[config.mk]
export PLATFORM = sky130hd
export DESIGN_NAME = terminal_line_editor
export DESIGN_NICKNAME = d
export VERILOG_FILES = /design/src/sv/tle_pkg.sv /design/src/sv/tle_ram.sv /design/src/sv/tle_ctrl.sv /design/src/sv/tle_datapath.sv /design/src/sv/terminal_line_editor.sv
export VERILOG_INCLUDE_DIRS = /design/src /design/src/sv
export SDC_FILE = /design/constraint.sdc
export NUM_CORES = 1
export LEC_CHECK = 0
export BUFFER_PORTS_ARGS = -buffer_cell sky130_fd_sc_hd__buf_4
export CAP_MARGIN = 10
export CORE_UTILIZATION = 40
export DETAILED_ROUTE_END_ITERATION = 8
export GPL_TIMING_DRIVEN = 0
export PLACE_DENSITY = 0.61
export SLEW_MARGIN = 10
export SYNTH_ARGS = -nofsm -noshare
export SYNTH_HDL_FRONTEND = slang
export SYNTH_SLANG_ARGS = --single-unit
[constraint.sdc]
create_clock -name clk -period 5.43 [get_ports clk]
set_input_delay 1.086 -clock clk [delete_from_list [all_inputs] [get_ports clk]]
set_output_delay 1.086 -clock clk [all_outputs]
set_load 0.01 [all_outputs]
[src/sv/terminal_line_editor_macros.svh]
// assertion macros for the terminal line editor
// used by modules that check their own logic; expects clk and rst_n in scope
`ifndef TERMINAL_LINE_EDITOR_MACROS_SVH
`define TERMINAL_LINE_EDITOR_MACROS_SVH

// expression must hold at every edge out of reset
`define TLE_ASSERT_ALWAYS(lbl, expr, msg) \
  lbl: assert property (@(posedge clk) disable iff (!rst_n) (expr)) else $error(msg);

// consequent must hold in the cycle after the antecedent
`define TLE_ASSERT_NEXT(lbl, ante, cons, msg) \
  lbl: assert property (@(posedge clk) disable iff (!rst_n) (ante) |=> (cons)) else $error(msg);

`endif

[src/sv/tle_pkg.sv]
// shared types and constants of the terminal line editor
// no dependencies; imported by every module of the block but tle_ram
package tle_pkg;

  // default buffer size, line holds one less character
  localparam int BUFFER_SIZE_DEF = 32;

  // width of the length and cursor result fields
  localparam int POS_OUT_W = 5;

  // terminal byte codes
  localparam logic [7:0] CHAR_BS       = 8'h08;
  localparam logic [7:0] CHAR_CR       = 8'h0d;
  localparam logic [7:0] CHAR_ESC      = 8'h1b;
  localparam logic [7:0] CHAR_SPACE    = 8'h20;
  localparam logic [7:0] CHAR_DEL      = 8'h7f;
  localparam logic [7:0] CHAR_LBRACKET = 8'h5b;
  localparam logic [7:0] CHAR_LEFT     = 8'h44;
  localparam logic [7:0] CHAR_RIGHT    = 8'h43;
  localparam logic [7:0] CHAR_DELETE   = 8'h33;
  localparam logic [7:0] CHAR_HOME     = 8'h31;
  localparam logic [7:0] CHAR_END      = 8'h34;

  // escape parser phase
  typedef enum logic [1:0] {
    ESC_IDLE   = 2'd0,
    ESC_SEEN   = 2'd1,
    ESC_CSI    = 2'd2,
    ESC_ABSORB = 2'd3
  } esc_t;

  // result item kind
  typedef enum logic [1:0] {
    KIND_STATUS = 2'd0,
    KIND_CHAR   = 2'd1,
    KIND_EMPTY  = 2'd2
  } kind_t;

  // controller states
  typedef enum logic [3:0] {
    S_IDLE,
    S_DECODE,
    S_INS_SHIFT,
    S_INS_DRAIN,
    S_INS_PUT,
    S_DEL_SHIFT,
    S_DEL_DRAIN,
    S_DEL_FIN,
    S_STATUS,
    S_EMPTY,
    S_LINE_RD,
    S_LINE_OUT
  } ctl_state_t;

  // commands from controller to datapath
  typedef struct packed {
    logic accept;      // latch the input byte
    logic decode;      // apply escape and cursor moves, set shift index
    logic mv_read;     // read one character of a shift
    logic mv_up;       // shift direction: toward lower addresses
    logic ins_put;     // write inserted byte at the cursor
    logic rm_fin;      // finish a removal
    logic line_rd;     // read one character of the completed line
    logic out_status;  // load a status item
    logic out_char;    // load a line character item
    logic out_empty;   // load an empty line item
    logic clear;       // clear line, cursor and parser
  } tle_cmd_t;

  // status from datapath to controller
  typedef struct packed {
    logic is_cr;
    logic len_zero;
    logic do_insert;
    logic do_bs;
    logic do_del;
    logic ins_shift;   // characters sit at or after the cursor
    logic rm_shift;    // characters sit after the removed one
    logic idx_at_cur;
    logic idx_at_end;
    logic out_free;
  } tle_stat_t;

endpackage

[src/sv/tle_ram.sv]
// generic simple dual-port ram: one write port, one registered read port
// no dependencies
module tle_ram #(
  parameter int WIDTH = 7,
  parameter int DEPTH = 31,
  localparam int AW = (DEPTH > 1) ? $clog2(DEPTH) : 1
) (
  input  logic             clk,
  input  logic             we,
  input  logic [AW-1:0]    waddr,
  input  logic [WIDTH-1:0] wdata,
  input  logic             re,
  input  logic [AW-1:0]    raddr,
  output logic [WIDTH-1:0] rdata
);

  logic [WIDTH-1:0] mem [DEPTH];
  logic [WIDTH-1:0] rdata_r;

  // write and registered read
  always_ff @(posedge clk) begin
    if (we) begin
      mem[waddr] <= wdata;
    end
    if (re) begin
      rdata_r <= mem[raddr];
    end
  end

  assign rdata = rdata_r;

endmodule

[src/sv/tle_ctrl.sv]
// controller state machine of the terminal line editor
// depends on tle_pkg for states, commands and status
module tle_ctrl import tle_pkg::*; (
  input  logic      clk,
  input  logic      rst_n,
  input  logic      in_valid,
  output logic      in_stall,
  input  tle_stat_t st,
  output tle_cmd_t  cmd
);

  ctl_state_t state_r, state_nxt;

  // state register
  always_ff @(posedge clk) begin
    if (!rst_n) begin
      state_r <= S_IDLE;
    end else begin
      state_r <= state_nxt;
    end
  end

  assign in_stall = (state_r != S_IDLE);

  // next state and commands
  always_comb begin
    state_nxt = state_r;
    cmd       = '0;
    unique case (state_r)
      S_IDLE: begin
        if (in_valid) begin
          cmd.accept = 1'b1;
          state_nxt  = S_DECODE;
        end
      end
      S_DECODE: begin
        cmd.decode = 1'b1;
        priority if (st.is_cr) begin
          state_nxt = st.len_zero ? S_EMPTY : S_LINE_RD;
        end else if (st.do_insert) begin
          state_nxt = st.ins_shift ? S_INS_SHIFT : S_INS_PUT;
        end else if (st.do_bs || st.do_del) begin
          state_nxt = st.rm_shift ? S_DEL_SHIFT : S_DEL_FIN;
        end else begin
          state_nxt = S_STATUS;
        end
      end
      // move characters up one place, from the end down to the cursor
      S_INS_SHIFT: begin
        cmd.mv_read = 1'b1;
        if (st.idx_at_cur) begin
          state_nxt = S_INS_DRAIN;
        end
      end
      S_INS_DRAIN: begin
        state_nxt = S_INS_PUT;
      end
      S_INS_PUT: begin
        cmd.ins_put = 1'b1;
        state_nxt   = S_STATUS;
      end
      // move characters down one place, up to the end
      S_DEL_SHIFT: begin
        cmd.mv_read = 1'b1;
        cmd.mv_up   = 1'b1;
        if (st.idx_at_end) begin
          state_nxt = S_DEL_DRAIN;
        end
      end
      S_DEL_DRAIN: begin
        state_nxt = S_DEL_FIN;
      end
      S_DEL_FIN: begin
        cmd.rm_fin = 1'b1;
        state_nxt  = S_STATUS;
      end
      S_STATUS: begin
        if (st.out_free) begin
          cmd.out_status = 1'b1;
          state_nxt      = S_IDLE;
        end
      end
      S_EMPTY: begin
        if (st.out_free) begin
          cmd.out_empty = 1'b1;
          cmd.clear     = 1'b1;
          state_nxt     = S_IDLE;
        end
      end
      // completed line, one character per read and output pair
      S_LINE_RD: begin
        cmd.line_rd = 1'b1;
        state_nxt   = S_LINE_OUT;
      end
      S_LINE_OUT: begin
        if (st.out_free) begin
          cmd.out_char = 1'b1;
          if (st.idx_at_end) begin
            cmd.clear = 1'b1;
            state_nxt = S_IDLE;
          end else begin
            state_nxt = S_LINE_RD;
          end
        end
      end
      default: begin
        state_nxt = S_IDLE;
      end
    endcase
  end

endmodule

[src/sv/tle_datapath.sv]
// datapath of the terminal line editor: decode, line ram, length and cursor,
// output register; depends on tle_pkg, tle_ram and the assertion macros
`include "terminal_line_editor_macros.svh"

module tle_datapath import tle_pkg::*; #(
  parameter int BUFFER_SIZE = BUFFER_SIZE_DEF
) (
  input  logic                 clk,
  input  logic                 rst_n,
  input  logic [7:0]           in_byte,
  input  tle_cmd_t             cmd,
  output tle_stat_t            st,
  output logic                 out_valid,
  input  logic                 out_stall,
  output logic [1:0]           out_kind,
  output logic [6:0]           out_data_char,
  output logic                 out_last,
  output logic [POS_OUT_W-1:0] out_line_length,
  output logic [POS_OUT_W-1:0] out_cursor_pos
);

  localparam int LINE_CAP = BUFFER_SIZE - 1;
  localparam int LEN_W    = $clog2(BUFFER_SIZE);
  localparam int ADDR_W   = (LINE_CAP > 1) ? $clog2(LINE_CAP) : 1;

  logic [7:0]           byte_r, byte_nxt;
  logic [LEN_W-1:0]     len_r, len_nxt;
  logic [LEN_W-1:0]     cur_r, cur_nxt;
  logic [LEN_W-1:0]     idx_r, idx_nxt;
  esc_t                 esc_r, esc_nxt;
  logic                 rm_bs_r, rm_bs_nxt;
  logic                 mv_pend_r, mv_pend_nxt;
  logic [ADDR_W-1:0]    mv_dst_r, mv_dst_nxt;
  logic                 out_valid_r, out_valid_nxt;
  kind_t                out_kind_r, out_kind_nxt;
  logic [6:0]           out_char_r, out_char_nxt;
  logic                 out_last_r, out_last_nxt;
  logic [POS_OUT_W-1:0] out_len_r, out_len_nxt;
  logic [POS_OUT_W-1:0] out_cur_r, out_cur_nxt;

  logic                 is_print;
  logic                 cur_lt_len;
  logic                 cur1_lt_len;
  logic                 len_full;
  logic [LEN_W:0]       cur_inc;
  logic [LEN_W:0]       idx_inc;
  logic [LEN_W-1:0]     idx_up;
  logic [LEN_W-1:0]     idx_dn;
  logic [LEN_W-1:0]     idx_init;
  esc_t                 esc_dec;
  logic [LEN_W-1:0]     cur_dec;
  logic                 out_load;

  logic                 ram_we;
  logic [ADDR_W-1:0]    ram_waddr;
  logic [6:0]           ram_wdata;
  logic                 ram_re;
  logic [6:0]           ram_rdata;

  // byte classification and position compares
  assign is_print    = (byte_r >= CHAR_SPACE) && (byte_r < CHAR_DEL);
  assign cur_lt_len  = (cur_r < len_r);
  assign cur_inc     = {1'b0, cur_r} + 1'b1;
  assign cur1_lt_len = (cur_inc < {1'b0, len_r});
  assign len_full    = (len_r >= LEN_W'(LINE_CAP));
  assign idx_inc     = {1'b0, idx_r} + 1'b1;
  assign idx_up      = idx_inc[LEN_W-1:0];
  assign idx_dn      = idx_r - 1'b1;

  // status toward the controller
  always_comb begin
    st.is_cr      = (byte_r == CHAR_CR);
    st.len_zero   = (len_r == '0);
    st.do_insert  = !st.is_cr && (esc_r == ESC_IDLE) && is_print && !len_full;
    st.do_del     = !st.is_cr && (esc_r == ESC_CSI) && (byte_r == CHAR_DELETE) && cur_lt_len;
    st.do_bs      = (byte_r == CHAR_BS) && (cur_r != '0) && (len_r != '0);
    st.ins_shift  = cur_lt_len;
    st.rm_shift   = st.do_bs ? cur_lt_len : cur1_lt_len;
    st.idx_at_cur = (idx_r == cur_r);
    st.idx_at_end = (idx_inc == {1'b0, len_r});
    st.out_free   = !out_valid_r || !out_stall;
  end

  // escape parser step
  always_comb begin
    unique case (esc_r)
      ESC_IDLE:   esc_dec = (byte_r == CHAR_ESC) ? ESC_SEEN : ESC_IDLE;
      ESC_SEEN:   esc_dec = (byte_r == CHAR_LBRACKET) ? ESC_CSI : ESC_SEEN;
      ESC_CSI: begin
        if ((byte_r == CHAR_DELETE) || (byte_r == CHAR_HOME) || (byte_r == CHAR_END)) begin
          esc_dec = ESC_ABSORB;
        end else begin
          esc_dec = ESC_IDLE;
        end
      end
      ESC_ABSORB: esc_dec = ESC_IDLE;
      default:    esc_dec = ESC_IDLE;
    endcase
  end

  // cursor moves of the escape final byte
  always_comb begin
    cur_dec = cur_r;
    if (esc_r == ESC_CSI) begin
      unique case (byte_r)
        CHAR_LEFT: begin
          if (cur_r != '0) begin
            cur_dec = cur_r - 1'b1;
          end
        end
        CHAR_RIGHT: begin
          if (cur_lt_len) begin
            cur_dec = cur_inc[LEN_W-1:0];
          end
        end
        CHAR_HOME: cur_dec = '0;
        CHAR_END:  cur_dec = len_r;
        default:   cur_dec = cur_r;
      endcase
    end
  end

  // first read index of a shift or of the line run
  always_comb begin
    priority if (st.is_cr) begin
      idx_init = '0;
    end else if (st.do_insert) begin
      idx_init = len_r - 1'b1;
    end else if (st.do_del) begin
      idx_init = cur_inc[LEN_W-1:0];
    end else begin
      idx_init = cur_r;
    end
  end

  // line ram ports
  assign ram_re    = cmd.mv_read || cmd.line_rd;
  assign ram_we    = cmd.ins_put || mv_pend_r;
  assign ram_waddr = cmd.ins_put ? cur_r[ADDR_W-1:0] : mv_dst_r;
  assign ram_wdata = cmd.ins_put ? byte_r[6:0] : ram_rdata;

  tle_ram #(
    .WIDTH (7),
    .DEPTH (LINE_CAP)
  ) u_line_ram (
    .clk   (clk),
    .we    (ram_we),
    .waddr (ram_waddr),
    .wdata (ram_wdata),
    .re    (ram_re),
    .raddr (idx_r[ADDR_W-1:0]),
    .rdata (ram_rdata)
  );

  assign out_load = cmd.out_status || cmd.out_char || cmd.out_empty;

  // next values
  always_comb begin
    byte_nxt      = cmd.accept ? in_byte : byte_r;
    len_nxt       = len_r;
    cur_nxt       = cur_r;
    esc_nxt       = esc_r;
    idx_nxt       = idx_r;
    rm_bs_nxt     = cmd.decode ? st.do_bs : rm_bs_r;
    mv_pend_nxt   = cmd.mv_read;
    mv_dst_nxt    = cmd.mv_up ? idx_dn[ADDR_W-1:0] : idx_up[ADDR_W-1:0];
    out_valid_nxt = out_load || (out_valid_r && out_stall);
    out_kind_nxt  = out_kind_r;
    out_char_nxt  = out_char_r;
    out_last_nxt  = out_last_r;
    out_len_nxt   = out_len_r;
    out_cur_nxt   = out_cur_r;

    // length, cursor and parser
    priority if (cmd.clear) begin
      len_nxt = '0;
      cur_nxt = '0;
      esc_nxt = ESC_IDLE;
    end else if (cmd.decode && !st.is_cr) begin
      cur_nxt = cur_dec;
      esc_nxt = esc_dec;
    end else if (cmd.ins_put) begin
      len_nxt = len_r + 1'b1;
      cur_nxt = cur_inc[LEN_W-1:0];
    end else if (cmd.rm_fin) begin
      len_nxt = len_r - 1'b1;
      if (rm_bs_r) begin
        cur_nxt = cur_r - 1'b1;
      end
    end

    // read index
    priority if (cmd.decode) begin
      idx_nxt = idx_init;
    end else if (cmd.mv_read) begin
      idx_nxt = cmd.mv_up ? idx_up : idx_dn;
    end else if (cmd.out_char) begin
      idx_nxt = idx_up;
    end

    // output item
    if (out_load) begin
      out_char_nxt = cmd.out_char ? ram_rdata : 7'd0;
      out_last_nxt = cmd.out_char ? st.idx_at_end : 1'b1;
      out_len_nxt  = cmd.out_status ? POS_OUT_W'(len_r) : '0;
      out_cur_nxt  = cmd.out_status ? POS_OUT_W'(cur_r) : '0;
      priority if (cmd.out_char) begin
        out_kind_nxt = KIND_CHAR;
      end else if (cmd.out_empty) begin
        out_kind_nxt = KIND_EMPTY;
      end else begin
        out_kind_nxt = KIND_STATUS;
      end
    end
  end

  // control registers
  always_ff @(posedge clk) begin
    if (!rst_n) begin
      len_r       <= '0;
      cur_r       <= '0;
      esc_r       <= ESC_IDLE;
      mv_pend_r   <= 1'b0;
      out_valid_r <= 1'b0;
    end else begin
      len_r       <= len_nxt;
      cur_r       <= cur_nxt;
      esc_r       <= esc_nxt;
      mv_pend_r   <= mv_pend_nxt;
      out_valid_r <= out_valid_nxt;
    end
  end

  // payload registers
  always_ff @(posedge clk) begin
    byte_r     <= byte_nxt;
    idx_r      <= idx_nxt;
    rm_bs_r    <= rm_bs_nxt;
    mv_dst_r   <= mv_dst_nxt;
    out_kind_r <= out_kind_nxt;
    out_char_r <= out_char_nxt;
    out_last_r <= out_last_nxt;
    out_len_r  <= out_len_nxt;
    out_cur_r  <= out_cur_nxt;
  end

  assign out_valid       = out_valid_r;
  assign out_kind        = out_kind_r;
  assign out_data_char   = out_char_r;
  assign out_last        = out_last_r;
  assign out_line_length = out_len_r;
  assign out_cursor_pos  = out_cur_r;

  // checks
  `TLE_ASSERT_ALWAYS(a_cur_in_line, cur_r <= len_r, "cursor beyond line length")
  `TLE_ASSERT_ALWAYS(a_len_cap, len_r <= LEN_W'(LINE_CAP), "line length beyond capacity")
  `TLE_ASSERT_ALWAYS(a_one_writer, !(cmd.ins_put && mv_pend_r), "two ram writes in one cycle")
  `TLE_ASSERT_ALWAYS(a_no_overwrite, !(out_load && out_valid_r && out_stall), "result item overwritten")
  `TLE_ASSERT_NEXT(a_shift_write, cmd.mv_read, mv_pend_r, "shift read without write back")

endmodule

[src/sv/terminal_line_editor.sv]
// Terminal line editor. Bytes enter one at a time on the in_ channel and
// edit one line of up to BUFFER_SIZE-1 characters held in a small RAM.
// Every byte but carriage return gives one status item; carriage return
// gives one item per line character (or one empty-line item) and clears
// the line. One item is worked on at a time. Each byte is accepted and
// then decoded; a byte that only moves the cursor or changes the escape
// state goes straight on to its status item. An insert writes the byte at
// the cursor, and a backspace or delete shortens the line. Where characters
// sit behind the edit point, they first move one place per cycle through
// the RAM's single write port, and a drain state lets the last write end.
// A completed line is read and sent one character at a time. Output
// stalls can delay all of these. The next byte is accepted as soon as the
// last result item sits in the output register, even while it is stalled.
// No clearing pass follows reset.
module terminal_line_editor import tle_pkg::*; #(
  parameter int BUFFER_SIZE = BUFFER_SIZE_DEF
) (
  input  logic                 clk,
  input  logic                 rst_n,
  input  logic                 in_valid,
  output logic                 in_stall,
  input  logic [7:0]           in_byte,
  output logic                 out_valid,
  input  logic                 out_stall,
  output logic [1:0]           out_kind,
  output logic [6:0]           out_data_char,
  output logic                 out_last,
  output logic [POS_OUT_W-1:0] out_line_length,
  output logic [POS_OUT_W-1:0] out_cursor_pos
);

  tle_cmd_t  cmd;
  tle_stat_t st;

  // sequencer
  tle_ctrl u_ctrl (
    .clk      (clk),
    .rst_n    (rst_n),
    .in_valid (in_valid),
    .in_stall (in_stall),
    .st       (st),
    .cmd      (cmd)
  );

  // line storage and result register
  tle_datapath #(
    .BUFFER_SIZE (BUFFER_SIZE)
  ) u_datapath (
    .clk             (clk),
    .rst_n           (rst_n),
    .in_byte         (in_byte),
    .cmd             (cmd),
    .st              (st),
    .out_valid       (out_valid),
    .out_stall       (out_stall),
    .out_kind        (out_kind),
    .out_data_char   (out_data_char),
    .out_last        (out_last),
    .out_line_length (out_line_length),
    .out_cursor_pos  (out_cursor_pos)
  );

endmodule
==> impl_metrics.toml <==
[run_status]
outcome = "complete, no violations"

[power]
switching_power_mw = 2.89
ir_drop_v = 0.000272
power_frac_clock = 0.248
power_frac_comb = 0.387
p_int_mw = 5.01
pwr-share-seq = 0.365
swShare = 0.366
power.density_mw_per_mm2 = 544
p_leak_nw = 4.82

[synth]
syn_inst = 926
synthArstFlopShare = 0
yosysTopAreaCell = "edfxtp_1"
synth_edf_count = 258
synth_cell_types = 69
synth_top_family_by_area = "simple AND/OR/NAND/NOR gates"
yosys.area_share.simple = 0.108
muxShareOfSynthArea = 0.100
syn_nets = 955
synthFlopType = "edfxtp_1"
ys_seq_elements = 281
synth_area_mm2 = 0.0128
syn_avg_cell_area_um2 = 13.8
synth_compound_area_frac = 0.0852
ys_seq_area_frac = 0.642
yosysTopAreaCellShare = 0.606
yosys_warnings = 0
synthXorXnorAreaFrac = 0.0240
synth_fa_ha_area_frac = 0.0166
ys_top_cells_by_area = "edfxtp_1 61%, mux4_2 5.8%, mux2i_1 3.8%"

[cts]
clk_pin_slew_ns = 0.06
ctsResizeCount = 0
hold_buffers = 0
worstSkewPairLatency_ns = 0.57
htree_levels = 1
cts_buffers = 30
cts_setup_buffers = 0
max-clock-path-buffers = 3
clock_sinks = 281
root_buffer = "clkbuf_16"
cts_tree = "done"

[cells_and_area]
area_delta_synth_final_pct = 13.6
fill_cells = 2787
drive_gt1_frac = 0.148
nNetsFinal = 1022

[routing]
wire_per_inst_um = 22.4
dr.first_iter.drc_count = 870
wirelength_um = 31800
detail-route-antenna-nets = 0
route.detailed.drc = 0
vias = 8187
dr.pass1.iters = 5
viasPerCell = 5.77

[global_routing]
antenna_found_initial = 1
groute.usage.overall = 0.196
grt_max_degree = 32
grt_pass1_vias = 7816
grt_pass1_wl_um = 48400
grt_overflow_total = 0

[sta]
setup_viol = 0
max_freq_mhz = 231
finalSetupTns_ns = 0
slew_violations = 0
hold_violations = 0
finClkSkew_ns = 0.0217
layout_min_cycle_time_ns = 4.33
slew_headroom = 0.232
rsz0062_at_grt = "no"
worstMarginPinSlew_ns = 1.15
min_period_over_period = 0.798
final.setup.worst_slack_ns = 1.10

[place]
dp_hpwl_um = 21900
dp_slack_ns = 1.15
port_buffers = 33
place.gp.congestion = 0.907

[critical_path]
path_max_fanout = 10
crit_type = "reg2reg"
required_ns = 5.87
end_kind = "register"
cp.arrival_ns = 4.77
cp-start-kind = "register"

[floorplan]
rows = 65
die_w_um = 181
core_area_mm2 = 0.0315
die_area_mm2 = 0.0327
start_util = 0.406
io_pins = 34
die_y_um = 181

[run]
maxCapViolations = 0

[min_path]
hold_path.class = "reg2reg"
[area by class of cell]
class	instances	area (um2)	area share
buffer	60	262	0.0180
timing repair buffer	35	274	0.0189
multi-input combinational	570	4280	0.294
inverter	15	56.3	0.00388
clock buffer	39	805	0.0554
clock inverter	15	140	0.00965
sequential	281	8210	0.565
antenna	1	2.50	0.000172
tap	402	503	0.0346
[power by group through the flow]
stage | Sequential (mW) | Combinational, mW | Clock (mW)
after CTS | 2.88 | 3.03 | 1.99
after floorplan | 2.89 | 2.07 | 0
after global routing | 2.90 | 3.29 | 2.07
final | 2.88 | 3.06 | 1.96
after detailed placement | 2.92 | 3.01 | 0
after global placement | 2.93 | 2.97 | 0
[per-stage QoR]
stage	total power, mW	cells	instance area, um2	hold slack (ns)	util
floorplan	4.96	926	12800	0.524	-
global placement	5.90	1361	13500	0.555	0.430
detailed placement	5.93	1363	13600	0.553	0.431
CTS	7.89	1417	14500	0.565	0.461
global route	8.27	1417	14500	0.577	0.461
finish	7.90	1418	14500	0.557	0.462
[Yosys cell counts (all sizes together), types with 6 or more instances]
master  number
nand2       82
o22ai       14
clkbuf      37
xor2        11
nor2b       10
o211ai       6
edfxtp     258
inv         15
nor4b        7
xnor2       24
buf         23
nor3        19
o21ai       38
a21oi       32
ha          17
nor2        66
nand2b      14
dfxtp       23
mux2i       49
o221ai      19
and2        20
nand3       15
mux4        33
a31oi        7
[sequential cells by signal, indices dropped and copies added (netlist names)]
name                         cells
u_ctrl.state_r                   4
u_datapath.byte_r                8
u_datapath.cur_r                 5
u_datapath.esc_r                 2
u_datapath.idx_r                 5
u_datapath.len_r                 5
u_datapath.mv_dst_r              5
u_datapath.mv_pend_r             1
u_datapath.out_cursor_pos        5
u_datapath.out_data_char         7
u_datapath.out_kind              2
u_datapath.out_last              1
u_datapath.out_line_length       5
u_datapath.out_valid             1
u_datapath.rm_bs_r               1
u_datapath.u_line_ram.mem      217
u_datapath.u_line_ram.rdata      7
[critical path, stage by stage (launching register included)]
cell and delay (ns):
edfxtp_1 0.35, buf_2 0.22, buf_2 0.40, buf_2 0.45, clkbuf_1 0.55, inv_1 0.10
ha_1 0.40, xnor2_1 0.17, o211ai_1 0.12, or4_1 0.51, a211o_1 0.33, nand2_1 0.21
buf_2 0.32, nor2_1 0.08
[cell usage in the layout (no fill, tap or decap), drive strengths merged, types with 5 or more instances in the layout]
master  Yosys  final
edfxtp    258    258
nand2      82     82
clkbuf     37     76
nor2       66     66
buf        23     58
mux2i      49     49
o21ai      38     38
mux4       33     33
a21oi      32     32
xnor2      24     24
dfxtp      23     23
and2       20     20
nor3       19     19
o221ai     19     19
ha         17     17
inv        15     16
nand3      15     15
nand2b     14     14
o22ai      14     14
xor2       11     11
nor2b      10     10
clkinv      0     10
a31oi       7      7
nor4b       7      7
o211ai      6      6
nor3b       5      5
and3        5      5
[per-layer routing]
metal / up-vias / global-route usage / routed length (um)
met2: 348 / 0.299 / 14200
li1: 3702 / - / -
met5: - / 0 / 0
met4: 0 / 0.0742 / 1090
met1: 4077 / 0.281 / 14000
met3: 60 / 0.0310 / 2490
[path summary, 6_finish.rpt]
| path | start | slack, ns | depth (start not counted) | end |
|---|---|---|---|---|
| worst max-delay path | u_datapath.idx_r[0] | 1.10 | 13 | u_datapath.len_r[1] |
| worst min-delay path | u_datapath.u_line_ram.rdata[0] | 0.56 | 1 | u_datapath.out_data_char[0] |
| worst max register to register | u_datapath.idx_r[0] | 1.10 | 13 | u_datapath.len_r[1] |
| worst min register to register | u_datapath.u_line_ram.rdata[0] | 0.56 | 1 | u_datapath.out_data_char[0] |
[logic make-up (layout without fill, tap and decap cells)]
kind of cell | Yosys count | in the layout
DFF | 281 | 281
muxes | 86 | 86
xor gates and xnor gates | 35 | 35
other | 0 | 1
buffers and inverters | 75 | 164
and+or+nand+nor | 271 | 271
AOI/OAI and AO/OA | 161 | 161
adders and majority gates | 17 | 17
Power figures use the tool's default switching activity.
